File: src/rtl/jts_pkg.sv
// Shared types, codes and character constants for the JSON token serializer.
// Used by the controller, the datapath and the top level; depends on nothing.
`timescale 1ns / 1ps

package jts_pkg;

  localparam int MAX_LEVEL_DEF = 7;

  // Token command codes.
  localparam logic [3:0] CMD_CLEAR     = 4'd0;
  localparam logic [3:0] CMD_INTEGER   = 4'd1;
  localparam logic [3:0] CMD_STR_OPEN  = 4'd2;
  localparam logic [3:0] CMD_ESC_CHAR  = 4'd3;
  localparam logic [3:0] CMD_RAW_CHAR  = 4'd4;
  localparam logic [3:0] CMD_STR_CLOSE = 4'd5;
  localparam logic [3:0] CMD_OBJ_BEGIN = 4'd6;
  localparam logic [3:0] CMD_OBJ_END   = 4'd7;
  localparam logic [3:0] CMD_KEY_OPEN  = 4'd8;
  localparam logic [3:0] CMD_KEY_CLOSE = 4'd9;
  localparam logic [3:0] CMD_ARR_BEGIN = 4'd10;
  localparam logic [3:0] CMD_ARR_END   = 4'd11;

  // Per-level nesting state codes.
  typedef logic [2:0] lvl_t;
  localparam lvl_t LS_INIT         = 3'd0;
  localparam lvl_t LS_ARRAY_FIRST  = 3'd1;
  localparam lvl_t LS_ARRAY_NEXT   = 3'd2;
  localparam lvl_t LS_OBJECT_FIRST = 3'd3;
  localparam lvl_t LS_OBJECT_NEXT  = 3'd4;

  // Characters of the output text.
  localparam logic [7:0] CH_COMMA  = 8'h2C;
  localparam logic [7:0] CH_MINUS  = 8'h2D;
  localparam logic [7:0] CH_QUOTE  = 8'h22;
  localparam logic [7:0] CH_COLON  = 8'h3A;
  localparam logic [7:0] CH_LBRACE = 8'h7B;
  localparam logic [7:0] CH_RBRACE = 8'h7D;
  localparam logic [7:0] CH_LBRACK = 8'h5B;
  localparam logic [7:0] CH_RBRACK = 8'h5D;
  localparam logic [7:0] CH_SLASH  = 8'h2F;
  localparam logic [7:0] CH_BSLASH = 8'h5C;
  localparam logic [7:0] CH_ZERO   = 8'h30;
  localparam logic [7:0] CH_SPACE  = 8'h20;

  // floor(x / 10) == (x * RECIP10) >> RECIP_SHIFT for every 32-bit x.
  localparam logic [31:0] RECIP10     = 32'hCCCC_CCCD;
  localparam int          RECIP_SHIFT = 35;
  localparam int          DIG_DEPTH   = 10;

  // Controller to datapath commands.
  typedef struct packed {
    logic accept;
    logic pop_load;
    logic div_mul;
    logic div_rem;
    logic emit_fix;
    logic emit_dig;
  } dp_cmd_t;

  // Datapath to controller status.
  typedef struct packed {
    logic       plan_pop;
    logic       plan_int;
    logic [1:0] plan_nfix;
    logic       int_r;
    logic       nfix_zero;
    logic       quot_zero;
    logic       fix_last;
    logic       dig_last;
    logic       out_free;
  } dp_stat_t;

  // Second byte of an escape sequence.
  function automatic logic [7:0] esc_code(input logic [7:0] c);
    logic [7:0] r;
    case (c)
      8'h5C:   r = CH_BSLASH;
      8'h22:   r = CH_QUOTE;
      8'h08:   r = 8'h62;
      8'h0C:   r = 8'h66;
      8'h0A:   r = 8'h6E;
      8'h0D:   r = 8'h72;
      8'h09:   r = 8'h74;
      default: r = CH_SLASH;
    endcase
    return r;
  endfunction

endpackage

File: src/rtl/jts_ram.sv
// Generic single-port-write, single-port-read RAM with registered read data.
// Stand-alone; holds the saved nesting states of the serializer.
`timescale 1ns / 1ps

module jts_ram #(
  parameter int WIDTH = 3,
  parameter int DEPTH = 8
) (
  input  logic                     clk,
  input  logic                     wr_en,
  input  logic [$clog2(DEPTH)-1:0] wr_addr,
  input  logic [WIDTH-1:0]         wr_data,
  input  logic                     rd_en,
  input  logic [$clog2(DEPTH)-1:0] rd_addr,
  output logic [WIDTH-1:0]         rd_data
);

  logic [WIDTH-1:0] mem [DEPTH];
  logic [WIDTH-1:0] rd_data_r;

  always_ff @(posedge clk) begin
    if (wr_en) begin
      mem[wr_addr] <= wr_data;
    end
    if (rd_en) begin
      rd_data_r <= mem[rd_addr];
    end
  end

  assign rd_data = rd_data_r;

endmodule

File: src/rtl/jts_datapath.sv
// Datapath: nesting stack, token byte plan, decimal converter and output register.
// Depends on jts_pkg and jts_ram; driven by jts_ctrl through dp_cmd_t.
`timescale 1ns / 1ps

module jts_datapath import jts_pkg::*; #(
  parameter int MAX_LEVEL = MAX_LEVEL_DEF
) (
  input  logic               clk,
  input  logic               rst_n,
  input  logic [3:0]         in_command,
  input  logic signed [31:0] in_operand,
  input  dp_cmd_t            cmd,
  output dp_stat_t           stat,
  output logic               out_valid,
  input  logic               out_stall,
  output logic [7:0]         out_byte,
  output logic               out_last
);

  localparam int LW = $clog2(MAX_LEVEL + 1);
  localparam int DW = $clog2(DIG_DEPTH);

  // Control state.
  logic [LW-1:0] level_r, level_nxt;
  lvl_t          cur_r, cur_nxt;
  logic          out_valid_r;
  logic [DW-1:0] dig_cnt_r;
  logic          fix_cnt_r;

  // Payload state.
  logic [7:0]  fix0_r, fix1_r;
  logic [1:0]  nfix_r;
  logic        int_r;
  logic [31:0] mag_r;
  logic [31:0] quot_r;
  logic [3:0]  dig_r [DIG_DEPTH];
  logic [7:0]  out_byte_r;
  logic        out_last_r;

  // Stack memory.
  logic          ram_we, ram_re;
  lvl_t          ram_rdata;
  logic [LW-1:0] ram_raddr;

  // Plan for the token at the input.
  logic        comma, neg, plain;
  logic [7:0]  ch, m0, m1, pb0, pb1;
  logic [1:0]  nmain, pn;
  logic        pl_pop, pl_int;
  logic [31:0] opnd_u, mag_in;

  logic [63:0] prod;
  logic [31:0] rem_full;
  logic [7:0]  emit_byte;
  logic        emit_last;
  logic        out_free;

  assign opnd_u = unsigned'(in_operand);
  assign neg    = in_operand[31];
  assign mag_in = neg ? (32'd0 - opnd_u) : opnd_u;
  assign ch     = in_operand[7:0];
  assign plain  = (ch >= CH_SPACE) && (ch != CH_BSLASH) && (ch != CH_QUOTE);

  always_comb begin
    comma  = 1'b0;
    m0     = 8'd0;
    m1     = 8'd0;
    nmain  = 2'd0;
    pl_pop = 1'b0;
    pl_int = 1'b0;
    case (in_command)
      CMD_INTEGER: begin
        comma  = (cur_r == LS_ARRAY_NEXT);
        m0     = CH_MINUS;
        nmain  = {1'b0, neg};
        pl_int = 1'b1;
      end
      CMD_STR_OPEN: begin
        comma = (cur_r == LS_ARRAY_NEXT);
        m0    = CH_QUOTE;
        nmain = 2'd1;
      end
      CMD_ESC_CHAR: begin
        if (plain) begin
          m0    = ch;
          nmain = 2'd1;
        end else begin
          m0    = CH_BSLASH;
          m1    = esc_code(ch);
          nmain = 2'd2;
        end
      end
      CMD_RAW_CHAR: begin
        m0    = ch;
        nmain = 2'd1;
      end
      CMD_STR_CLOSE: begin
        m0    = CH_QUOTE;
        nmain = 2'd1;
      end
      CMD_OBJ_BEGIN: begin
        comma = (cur_r == LS_ARRAY_NEXT);
        m0    = CH_LBRACE;
        nmain = 2'd1;
      end
      CMD_OBJ_END: begin
        m0     = CH_RBRACE;
        nmain  = 2'd1;
        pl_pop = (level_r != '0);
      end
      CMD_KEY_OPEN: begin
        comma = (cur_r == LS_OBJECT_NEXT);
        m0    = CH_QUOTE;
        nmain = 2'd1;
      end
      CMD_KEY_CLOSE: begin
        m0    = CH_QUOTE;
        m1    = CH_COLON;
        nmain = 2'd2;
      end
      CMD_ARR_BEGIN: begin
        comma = (cur_r == LS_ARRAY_NEXT);
        m0    = CH_LBRACK;
        nmain = 2'd1;
      end
      CMD_ARR_END: begin
        m0     = CH_RBRACK;
        nmain  = 2'd1;
        pl_pop = (level_r != '0);
      end
      default: begin
      end
    endcase
    // A comma never precedes more than one main byte.
    if (comma) begin
      pb0 = CH_COMMA;
      pb1 = m0;
      pn  = nmain + 2'd1;
    end else begin
      pb0 = m0;
      pb1 = m1;
      pn  = nmain;
    end
  end

  // Nesting stack update. The current level's state lives in cur_r; the
  // states of enclosing levels are saved in the memory on a push.
  always_comb begin
    cur_nxt   = cur_r;
    level_nxt = level_r;
    ram_we    = 1'b0;
    ram_re    = 1'b0;
    ram_raddr = level_r - LW'(1);
    if (cmd.accept) begin
      case (in_command)
        CMD_CLEAR: begin
          level_nxt = '0;
          cur_nxt   = LS_INIT;
        end
        CMD_INTEGER, CMD_STR_CLOSE: begin
          if (cur_r == LS_ARRAY_FIRST) begin
            cur_nxt = LS_ARRAY_NEXT;
          end
        end
        CMD_OBJ_BEGIN, CMD_ARR_BEGIN: begin
          if (level_r != LW'(MAX_LEVEL)) begin
            ram_we    = 1'b1;
            level_nxt = level_r + LW'(1);
            cur_nxt   = (in_command == CMD_OBJ_BEGIN) ? LS_OBJECT_FIRST : LS_ARRAY_FIRST;
          end
        end
        CMD_OBJ_END, CMD_ARR_END: begin
          if (level_r != '0) begin
            ram_re    = 1'b1;
            level_nxt = level_r - LW'(1);
          end else if (cur_r == LS_ARRAY_FIRST) begin
            cur_nxt = LS_ARRAY_NEXT;
          end
        end
        CMD_KEY_OPEN: begin
          cur_nxt = LS_OBJECT_NEXT;
        end
        default: begin
        end
      endcase
    end else if (cmd.pop_load) begin
      cur_nxt = (ram_rdata == LS_ARRAY_FIRST) ? LS_ARRAY_NEXT : ram_rdata;
    end
  end

  jts_ram #(
    .WIDTH ($bits(lvl_t)),
    .DEPTH (MAX_LEVEL + 1)
  ) u_stack (
    .clk     (clk),
    .wr_en   (ram_we),
    .wr_addr (level_r),
    .wr_data (cur_r),
    .rd_en   (ram_re),
    .rd_addr (ram_raddr),
    .rd_data (ram_rdata)
  );

  // Divide by ten: the multiply is registered, the remainder follows next cycle.
  assign prod     = {32'd0, mag_r} * {32'd0, RECIP10};
  assign rem_full = mag_r - ((quot_r << 3) + (quot_r << 1));

  always_comb begin
    if (cmd.emit_dig) begin
      emit_byte = CH_ZERO + {4'd0, dig_r[dig_cnt_r - DW'(1)]};
      emit_last = (dig_cnt_r == DW'(1));
    end else begin
      emit_byte = fix_cnt_r ? fix1_r : fix0_r;
      emit_last = (fix_cnt_r == (nfix_r == 2'd2)) && !int_r;
    end
  end

  assign out_free = !out_valid_r || !out_stall;

  always_ff @(posedge clk) begin
    if (!rst_n) begin
      level_r     <= '0;
      cur_r       <= LS_INIT;
      out_valid_r <= 1'b0;
      dig_cnt_r   <= '0;
      fix_cnt_r   <= 1'b0;
    end else begin
      level_r <= level_nxt;
      cur_r   <= cur_nxt;
      if (cmd.emit_fix || cmd.emit_dig) begin
        out_valid_r <= 1'b1;
      end else if (!out_stall) begin
        out_valid_r <= 1'b0;
      end
      if (cmd.accept) begin
        dig_cnt_r <= '0;
        fix_cnt_r <= 1'b0;
      end else if (cmd.div_rem) begin
        dig_cnt_r <= dig_cnt_r + DW'(1);
      end else if (cmd.emit_dig) begin
        dig_cnt_r <= dig_cnt_r - DW'(1);
      end else if (cmd.emit_fix) begin
        fix_cnt_r <= 1'b1;
      end
    end
  end

  always_ff @(posedge clk) begin
    if (cmd.accept) begin
      fix0_r <= pb0;
      fix1_r <= pb1;
      nfix_r <= pn;
      int_r  <= pl_int;
      mag_r  <= mag_in;
    end
    if (cmd.div_mul) begin
      quot_r <= 32'(prod[63:RECIP_SHIFT]);
    end
    if (cmd.div_rem) begin
      dig_r[dig_cnt_r] <= rem_full[3:0];
      mag_r            <= quot_r;
    end
    if (cmd.emit_fix || cmd.emit_dig) begin
      out_byte_r <= emit_byte;
      out_last_r <= emit_last;
    end
  end

  assign stat.plan_pop  = pl_pop;
  assign stat.plan_int  = pl_int;
  assign stat.plan_nfix = pn;
  assign stat.int_r     = int_r;
  assign stat.nfix_zero = (nfix_r == 2'd0);
  assign stat.quot_zero = (quot_r == 32'd0);
  assign stat.fix_last  = (fix_cnt_r == (nfix_r == 2'd2));
  assign stat.dig_last  = (dig_cnt_r == DW'(1));
  assign stat.out_free  = out_free;

  assign out_valid = out_valid_r;
  assign out_byte  = out_byte_r;
  assign out_last  = out_last_r;

endmodule

File: src/rtl/jts_ctrl.sv
// Controller state machine of the JSON token serializer.
// Depends on jts_pkg; steers jts_datapath through dp_cmd_t and dp_stat_t.
`timescale 1ns / 1ps

module jts_ctrl import jts_pkg::*; (
  input  logic     clk,
  input  logic     rst_n,
  input  logic     in_valid,
  output logic     in_stall,
  output dp_cmd_t  cmd,
  input  dp_stat_t stat
);

  localparam logic [2:0] S_IDLE = 3'd0;
  localparam logic [2:0] S_POP  = 3'd1;
  localparam logic [2:0] S_MUL  = 3'd2;
  localparam logic [2:0] S_REM  = 3'd3;
  localparam logic [2:0] S_FIX  = 3'd4;
  localparam logic [2:0] S_DIG  = 3'd5;

  logic [2:0] state_r, state_nxt;

  always_comb begin
    cmd       = '0;
    state_nxt = state_r;
    case (state_r)
      S_IDLE: begin
        if (in_valid) begin
          cmd.accept = 1'b1;
          if (stat.plan_pop) begin
            state_nxt = S_POP;
          end else if (stat.plan_int) begin
            state_nxt = S_MUL;
          end else if (stat.plan_nfix != 2'd0) begin
            state_nxt = S_FIX;
          end
        end
      end
      S_POP: begin
        // The saved state of the enclosing level arrives from the stack memory.
        cmd.pop_load = 1'b1;
        state_nxt    = S_FIX;
      end
      S_MUL: begin
        cmd.div_mul = 1'b1;
        state_nxt   = S_REM;
      end
      S_REM: begin
        cmd.div_rem = 1'b1;
        if (!stat.quot_zero) begin
          state_nxt = S_MUL;
        end else if (stat.nfix_zero) begin
          state_nxt = S_DIG;
        end else begin
          state_nxt = S_FIX;
        end
      end
      S_FIX: begin
        if (stat.out_free) begin
          cmd.emit_fix = 1'b1;
          if (stat.fix_last) begin
            state_nxt = stat.int_r ? S_DIG : S_IDLE;
          end
        end
      end
      S_DIG: begin
        if (stat.out_free) begin
          cmd.emit_dig = 1'b1;
          if (stat.dig_last) begin
            state_nxt = S_IDLE;
          end
        end
      end
      default: begin
        state_nxt = S_IDLE;
      end
    endcase
  end

  always_ff @(posedge clk) begin
    if (!rst_n) begin
      state_r <= S_IDLE;
    end else begin
      state_r <= state_nxt;
    end
  end

  assign in_stall = (state_r != S_IDLE);

endmodule

File: src/rtl/json_token_serializer.sv
// Top level of the JSON token serializer: controller, datapath and checks.
// Depends on jts_pkg, jts_ctrl, jts_datapath and jts_ram.
`timescale 1ns / 1ps

// One JSON writer token is taken per input word and its text leaves as bytes, one
// output word per cycle while the output is not stalled, the final byte of each
// token marked by out_last. An object or array end that closes a nested level
// first reads the saved level state from the stack memory. An integer first
// passes through the divide-by-ten unit, a reciprocal multiply and then the
// remainder for each decimal digit, before its comma, minus sign and digits are
// sent. Clear and the unused command codes emit nothing. A new token is taken
// while the last byte of the previous one still waits in the output register.
module json_token_serializer import jts_pkg::*; #(
  parameter int MAX_LEVEL = MAX_LEVEL_DEF
) (
  input  logic               clk,
  input  logic               rst_n,
  input  logic               in_valid,
  output logic               in_stall,
  input  logic [3:0]         in_command,
  input  logic signed [31:0] in_operand,
  output logic               out_valid,
  input  logic               out_stall,
  output logic [7:0]         out_byte,
  output logic               out_last
);

  dp_cmd_t  cmd;
  dp_stat_t stat;

  jts_ctrl u_ctrl (
    .clk      (clk),
    .rst_n    (rst_n),
    .in_valid (in_valid),
    .in_stall (in_stall),
    .cmd      (cmd),
    .stat     (stat)
  );

  jts_datapath #(
    .MAX_LEVEL (MAX_LEVEL)
  ) u_dp (
    .clk        (clk),
    .rst_n      (rst_n),
    .in_command (in_command),
    .in_operand (in_operand),
    .cmd        (cmd),
    .stat       (stat),
    .out_valid  (out_valid),
    .out_stall  (out_stall),
    .out_byte   (out_byte),
    .out_last   (out_last)
  );

  // A byte is never loaded over a word that is still held by the receiver.
  a_no_overwrite: assert property (@(posedge clk) disable iff (!rst_n)
    (cmd.emit_fix || cmd.emit_dig) |-> !(out_valid && out_stall))
    else $error("output word overwritten while stalled");

  // A token that emits nothing leaves the block ready in the next cycle.
  a_empty_token: assert property (@(posedge clk) disable iff (!rst_n)
    (cmd.accept && !stat.plan_pop && !stat.plan_int && stat.plan_nfix == 2'd0)
    |=> !in_stall)
    else $error("empty token did not return to ready");

  // The final digit of an integer ends the token and is marked as last.
  a_last_digit: assert property (@(posedge clk) disable iff (!rst_n)
    (cmd.emit_dig && stat.dig_last) |=> (!in_stall && out_valid && out_last))
    else $error("final digit not marked or block not ready");

endmodule
File: config.mk
export PLATFORM = sky130hd
export DESIGN_NAME = json_token_serializer
export DESIGN_NICKNAME = d
export VERILOG_FILES = /design/src/rtl/jts_pkg.sv /design/src/rtl/jts_ram.sv /design/src/rtl/jts_datapath.sv /design/src/rtl/jts_ctrl.sv /design/src/rtl/json_token_serializer.sv
export SDC_FILE = /design/constraint.sdc
export NUM_CORES = 1
export LEC_CHECK = 0
export BUFFER_PORTS_ARGS = -buffer_cell sky130_fd_sc_hd__buf_2
export CAP_MARGIN = 20
export CORE_MARGIN = 5
export CORE_UTILIZATION = 35
export CTS_BUF_LIST = sky130_fd_sc_hd__clkbuf_16
export DETAILED_ROUTE_END_ITERATION = 10
export SLEW_MARGIN = 20
export SYNTH_ARGS = -nofsm -noshare
export SYNTH_HDL_FRONTEND = slang
export SYNTH_HIERARCHICAL = 1
export SYNTH_SLANG_ARGS = --single-unit
File: constraint.sdc
create_clock -name clk -period 13.7 [get_ports clk]
set_input_delay 0.685 -clock clk [delete_from_list [all_inputs] [get_ports clk]]
set_output_delay 0.685 -clock clk [all_outputs]
set_load 0.02 [all_outputs]
-- After elaboration in Yosys (flattened, before gate mapping)
Memory sizes are Yosys's and may differ from the RTL's. A register that Yosys moved wholly into a read port is not among the register bits.
Cells that the tools add are included.
- add/sub/neg operators: 9
- multipliers: 1
- order comparisons: 1
- equality and inequality tests: 45
- multiplexer cells: 63
- bitwise gates (word level): 3
- reductions and logical operators: 30
- operators with widths (operator ; count):
    32-bit by 32-bit multiplier with 64-bit output, second input constant ; 1
    32-bit two-way mux ; 2
    8-bit case mux with 8 select lines ; 1
    3-bit two-way mux ; 18
    7-bit case mux with 7 select lines ; 1
    8-bit by 4-bit equality test with 1-bit output, second input constant ; 5
    8-bit two-way mux ; 5
    32-bit zero test ; 1
    1-bit by 32-bit subtractor with 32-bit output, first input constant ; 1
    29-bit two-way mux ; 1
    1-bit two-way mux ; 24
    3-bit case mux with 6 select lines ; 1
    4-bit by 3-bit equality test with 1-bit output, second input constant ; 4
    4-bit equality test, second input constant ; 4
    8-bit case mux with 2 select lines ; 1
    3-bit case mux with 5 select lines ; 1
    2-bit by 1-bit != test with 1-bit output, second input constant ; 5
    3-bit by 1-bit equality test with 1-bit output, second input constant ; 3
    3-bit by 2-bit equality test with 1-bit output, second input constant ; 3
    3-bit equality test, second input constant ; 3
    3-bit case mux with 3 select lines ; 1
    3-bit nonzero test ; 3
    4-bit by 1-bit equality test with 1-bit output, second input constant ; 2
    4-bit by 2-bit equality test with 1-bit output, second input constant ; 2
    other kinds (38) ; 59
- bits in registers: 104
- memory bits (writable): 64
- input bits: 40
- output and inout port bits: 11
- word-level logic and storage cells: 169
- memories: 2
- memories (name ; depth ; width ; read ports ; clocked after Yosys merged registers in ; wr ports ; line ; RTL):
    u_dp.dig_r ; 10 ; 4 ; 1 ; 0 ; 1 ; jts_datapath.sv:36 ; logic [3:0] dig_r [DIG_DEPTH];
    u_dp.u_stack.mem ; 8 ; 3 ; 1 ; 1 ; 1 ; jts_ram.sv:18 ; logic [WIDTH-1:0] mem [DEPTH];

-- Depth between registers and ports, before layout
- depth after elaboration: 13
- depth in mapped cells: 24
- gate-level depth less buffers: 24

-- Cells and area by module
The synthesis kept the hierarchy.
- modules (own cells, without submodules) (module ; instances ; cells each ; area an instance (um^2) ; sequential area each (um^2)):
    jts_datapath ; 1 ; 2367 ; 24071.8 ; 4113.9
    jts_ram ; 1 ; 50 ; 1072.3 ; 810.8
    jts_ctrl ; 1 ; 42 ; 290.3 ; 60.1

-- Least setup slack after synthesis
Ideal clock, no wire load.
- path kind: reg-to-reg
- from: register u_dp.mag_r[20]
- to: register u_dp.quot_r[14] (data pin)
- library setup time: 0.263 ns
- arrival: 6.407 ns
- data required time: 13.437 ns
- slack: 7.030 ns
- cell stages (with the launch flop): 25
- buffers on the path: 1
- period minus slack after synthesis: 6.670 ns
- cells stage by stage: edfxtp_1 > ha_1 > inv_1 > fa_1 > inv_1 > fa_1 > inv_1 > fa_1 > inv_1 > fa_1 > fa_1 > fa_1 > inv_1 > fa_1 > inv_1 > ha_1 > buf_2 > a21o_1 > a21oi_1 > o211ai_1 > a221o_1 > a31oi_2 > o21ai_1 > a21oi_1 > xnor2_1
- longest elaborated chain between the ends: 1
- RTL lines (what ; line ; RTL):
    start, declared ; jts_datapath.sv:34 ; logic [31:0] mag_r;
    start signal, assigned ; jts_datapath.sv:254 ; mag_r <= mag_in;
    start signal, assigned ; jts_datapath.sv:261 ; mag_r <= quot_r;
    32-bit by 32-bit multiplier with 64-bit output ; jts_datapath.sv:205 ; assign prod = {32'd0, mag_r} * {32'd0, RECIP10};
    named net u_dp.prod[49] ; jts_datapath.sv:52 ; logic [63:0] prod;
    end signal, assigned ; jts_datapath.sv:257 ; quot_r <= 32'(prod[63:RECIP_SHIFT]);
    end, declared ; jts_datapath.sv:35 ; logic [31:0] quot_r;
The timed path passes the listed nets, and every way through them passes these cells.
A chain may end at the register's enable or synchronous reset.

-- Final worst setup path
- from: register u_dp.mag_r[9]
- to: register u_dp.quot_r[27] (data pin)
Same word-level chain as after synthesis.

==> impl_metrics.yaml <==
worst_setup_path:
  slowest_delay_ns: 0.61
  crit_required_ns: 13.89
  crit_type: "register to register"
  cp_cell_sequence: "ha_1, xor2_1, ha_1, a21o_1, fa_1, inv_1, fa_1, inv_1, fa_1, fa_1, fa_1, fa_1, ha_1, nand2_1, nor4_1, o2111ai_1, a21o_1, a31oi_1, o211ai_1, o21ba_2, xnor2_1"
  worst_ep_arrival_time_ns: 7.92
  crit_buf_inv: 2
  crit_path_max_fanout: 8
  crit_top_cell: "fa_1"
  path_delay_family: "adder cells"
  startpoint_type: "register"
  crit_slowest_cell: "edfxtp_1"
  worst_setup_path_end_kind: "register"
synth:
  ys_ff_latch: 171
  synth_ff_type: "edfxtp_1"
  avgSynthCellArea_um2: 10.3
  ys_warn_count: 6
  synth_cell_types: 79
  synthArstFlopShare_pct: 0
  yosysSeqAreaShare_pct: 19.6
  syn_inst: 2459
  synth_enable_flop_cells: 156
  synth.net_count: 3248
  synth_area_mm2: 0.0254
floorplanning:
  die_h_um: 280
  rows: 98
  io_pins: 51
  die_area_mm2: 0.0782
  fp.dieW_um: 280
  floorplan.initialDensity_pct: 35.5
  coreArea_mm2: 0.0717
final_layout:
  fin_util_pct: 38.0
  multi_input_area_mm2: 0.0180
  syn_to_final_growth_pct: 7.23
  fillers: 7105
  n_antenna_cell: 0
  final_cell_count_no_fill: 3432
  seq_area_mm2: 0.00498
  drive_gt1_share_pct: 5.08
  final_common_cell: "inv_1"
  final_cell_mix: "inv_1 (581), fa_1 (386), ha_1 (363), edfxtp_1 (156), nand2_1 (131)"
  finalNetCount: 3258
grt:
  grt_overflow: 0
  grt_pass1_vias: 18100
  grt_first_pass_wirelength_mm: 112
  antenna_found_initial: 0
  grt_use_total_pct: 18.7
  grt_max_degree: 69
route:
  first_pass_iters: 7
  drt-total-wl_mm: 72.3
  antenna_left: 0
  routed_via_density: 5.04
  drc: 0
  vias: 17300
  drt_iter0_drc: 1264
  post_drt_wl_per_cell_um: 21.1
min_path:
  min_path_type: "register to register"
clock_network:
  cts.clk_slew.worst_paths_ns: 0.07
  cts_num_sinks: 171
  cts_tree: "built"
  post_cts_buffers: 0
  cts_buffer_depth: 2
  cts_resized: 0
  ctsHoldBuffers: 0
  cts_buffers: 17
  insertion_delay_ns: 0.45
  cts_max_level: 4
  cts_root_buf: "clkbuf_16"
timing:
  holdWs_ns: 0.574
  finalSetupTns_ns: 0
  slew_viol_final: 0
  rsz0062_at_grt: "false"
  fmax_ghz: 0.129
  slew_headroom_pct: 32.0
  setup_violations: 0
  min_period_ns: 7.74
  min_period_over_period_pct: 56.5
  hold_viol_final: 0
  clock_skew_ns: 0.0181
  worst_pin_slew_ns: 1.01
place:
  port_buffers: 50
  dp_hpwl_mm: 63.1
  dp_cells: 3400
  gp_congestion: 1.05
run:
  max-cap-violations: 0
status:
  status: "finished, final reports clean"
logic make-up after synthesis:
group | count (synthesis) | share of synthesized area (%)
AOI/OAI and AO/OA | 331 | 8.47
xor gates and xnor gates | 117 | 4.03
adders and majority gates | 749 | 48.2
buffers and inverters | 646 | 9.69
DFF | 171 | 19.6
muxes | 36 | 2.24
other | 1 | 0.0147
and+or+nand+nor | 408 | 7.72
final cells by class:
class	count	area share (%)
clock buffer	17	1.56
clock inverter	15	0.752
inverter	582	8.01
multi-input combinational	1642	66.0
sequential	171	18.3
tap	950	4.36
timing repair buffer	55	1.06
final timing paths:
| kind | start | end | slack, ns | cells after the start |
|---|---|---|---|---|
| min | u_dp/fix0_r[7] | u_dp/out_byte[7] | 0.57 | 2 |
| min reg2reg | u_dp/fix0_r[7] | u_dp/out_byte[7] | 0.57 | 2 |
| max reg2reg | u_dp/mag_r[9] | u_dp/quot_r[27] | 5.96 | 21 |
| max | u_dp/mag_r[9] | u_dp/quot_r[27] | 5.96 | 21 |
worst register-to-register path: stages (launching register included):
cell	delay, ns
edfxtp_1	0.61
ha_1	0.56
xor2_1	0.22
ha_1	0.22
a21o_1	0.18
fa_1	0.60
inv_1	0.08
fa_1	0.50
inv_1	0.06
fa_1	0.57
fa_1	0.43
fa_1	0.54
fa_1	0.46
ha_1	0.39
nand2_1	0.19
nor4_1	0.49
o2111ai_1	0.25
a21o_1	0.24
a31oi_1	0.28
o211ai_1	0.25
o21ba_2	0.26
xnor2_1	0.12
flip-flops by register name, indices dropped and copies added, names as in the netlist:
| name | count |
|---|---|
| u_dp/cur_r | 3 |
| u_dp/level_r | 3 |
| u_dp/u_stack/rd_data | 3 |
| u_ctrl/state_r | 3 |
| u_dp/fix1_r | 8 |
| u_dp/quot_r | 29 |
| u_dp/out_byte | 8 |
| u_dp/mag_r | 32 |
| u_dp/int_r | 1 |
| u_dp/u_stack/mem | 24 |
| u_dp/out_valid | 1 |
| u_dp/dig_r | 40 |
| u_dp/dig_cnt_r | 4 |
| u_dp/nfix_r | 2 |
| u_dp/out_last | 1 |
| u_dp/fix_cnt_r | 1 |
| u_dp/fix0_r | 8 |
per-layer routing:
layer | wire [um] | up-vias | track usage [%]
met4 | 1530 | 0 | 4.04
li1 | - | 8022 | -
met3 | 5160 | 83 | 3.80
met2 | 33600 | 535 | 30.2
met1 | 32000 | 8673 | 26.2
met5 | 0 | - | 0
synthesized netlist by cell type (7+ instances only):
cell type | instances | share of area, %
o41ai_1 | 8 | 0.28
nor2b_1 | 18 | 0.44
mux4_2 | 8 | 0.71
a21o_1 | 39 | 1.2
clkbuf_1 | 49 | 0.72
nand4_1 | 23 | 0.57
and3_1 | 7 | 0.17
nor2_1 | 105 | 1.5
o211ai_1 | 16 | 0.47
o21ai_0 | 77 | 1.5
dfxtp_1 | 15 | 1.2
and2_1 | 13 | 0.32
or3_1 | 9 | 0.22
a31oi_1 | 7 | 0.17
o31ai_1 | 12 | 0.35
o21bai_1 | 10 | 0.30
xor2_1 | 67 | 2.3
a21oi_1 | 92 | 1.8
o211a_1 | 7 | 0.28
mux2i_1 | 13 | 0.51
nand2b_1 | 22 | 0.54
mux2_2 | 9 | 0.40
inv_1 | 581 | 8.6
edfxtp_1 | 156 | 18
nor3_1 | 19 | 0.37
a211oi_1 | 8 | 0.24
nor4_1 | 13 | 0.32
nand3_1 | 23 | 0.45
ha_1 | 363 | 18
xnor2_1 | 50 | 1.7
fa_1 | 386 | 30
nand2_1 | 131 | 1.9
stage by stage:
stage	cell area [um^2]	setup WS, ns
floorplan	25400	7.03
global placement	26600	5.97
detailed placement	26600	6.08
CTS	27300	6.01
global route	27300	5.71
finish	27300	5.96
Power is not shown: default switching activity piles up to over one toggle a cycle in this logic, so the estimate is an artifact.
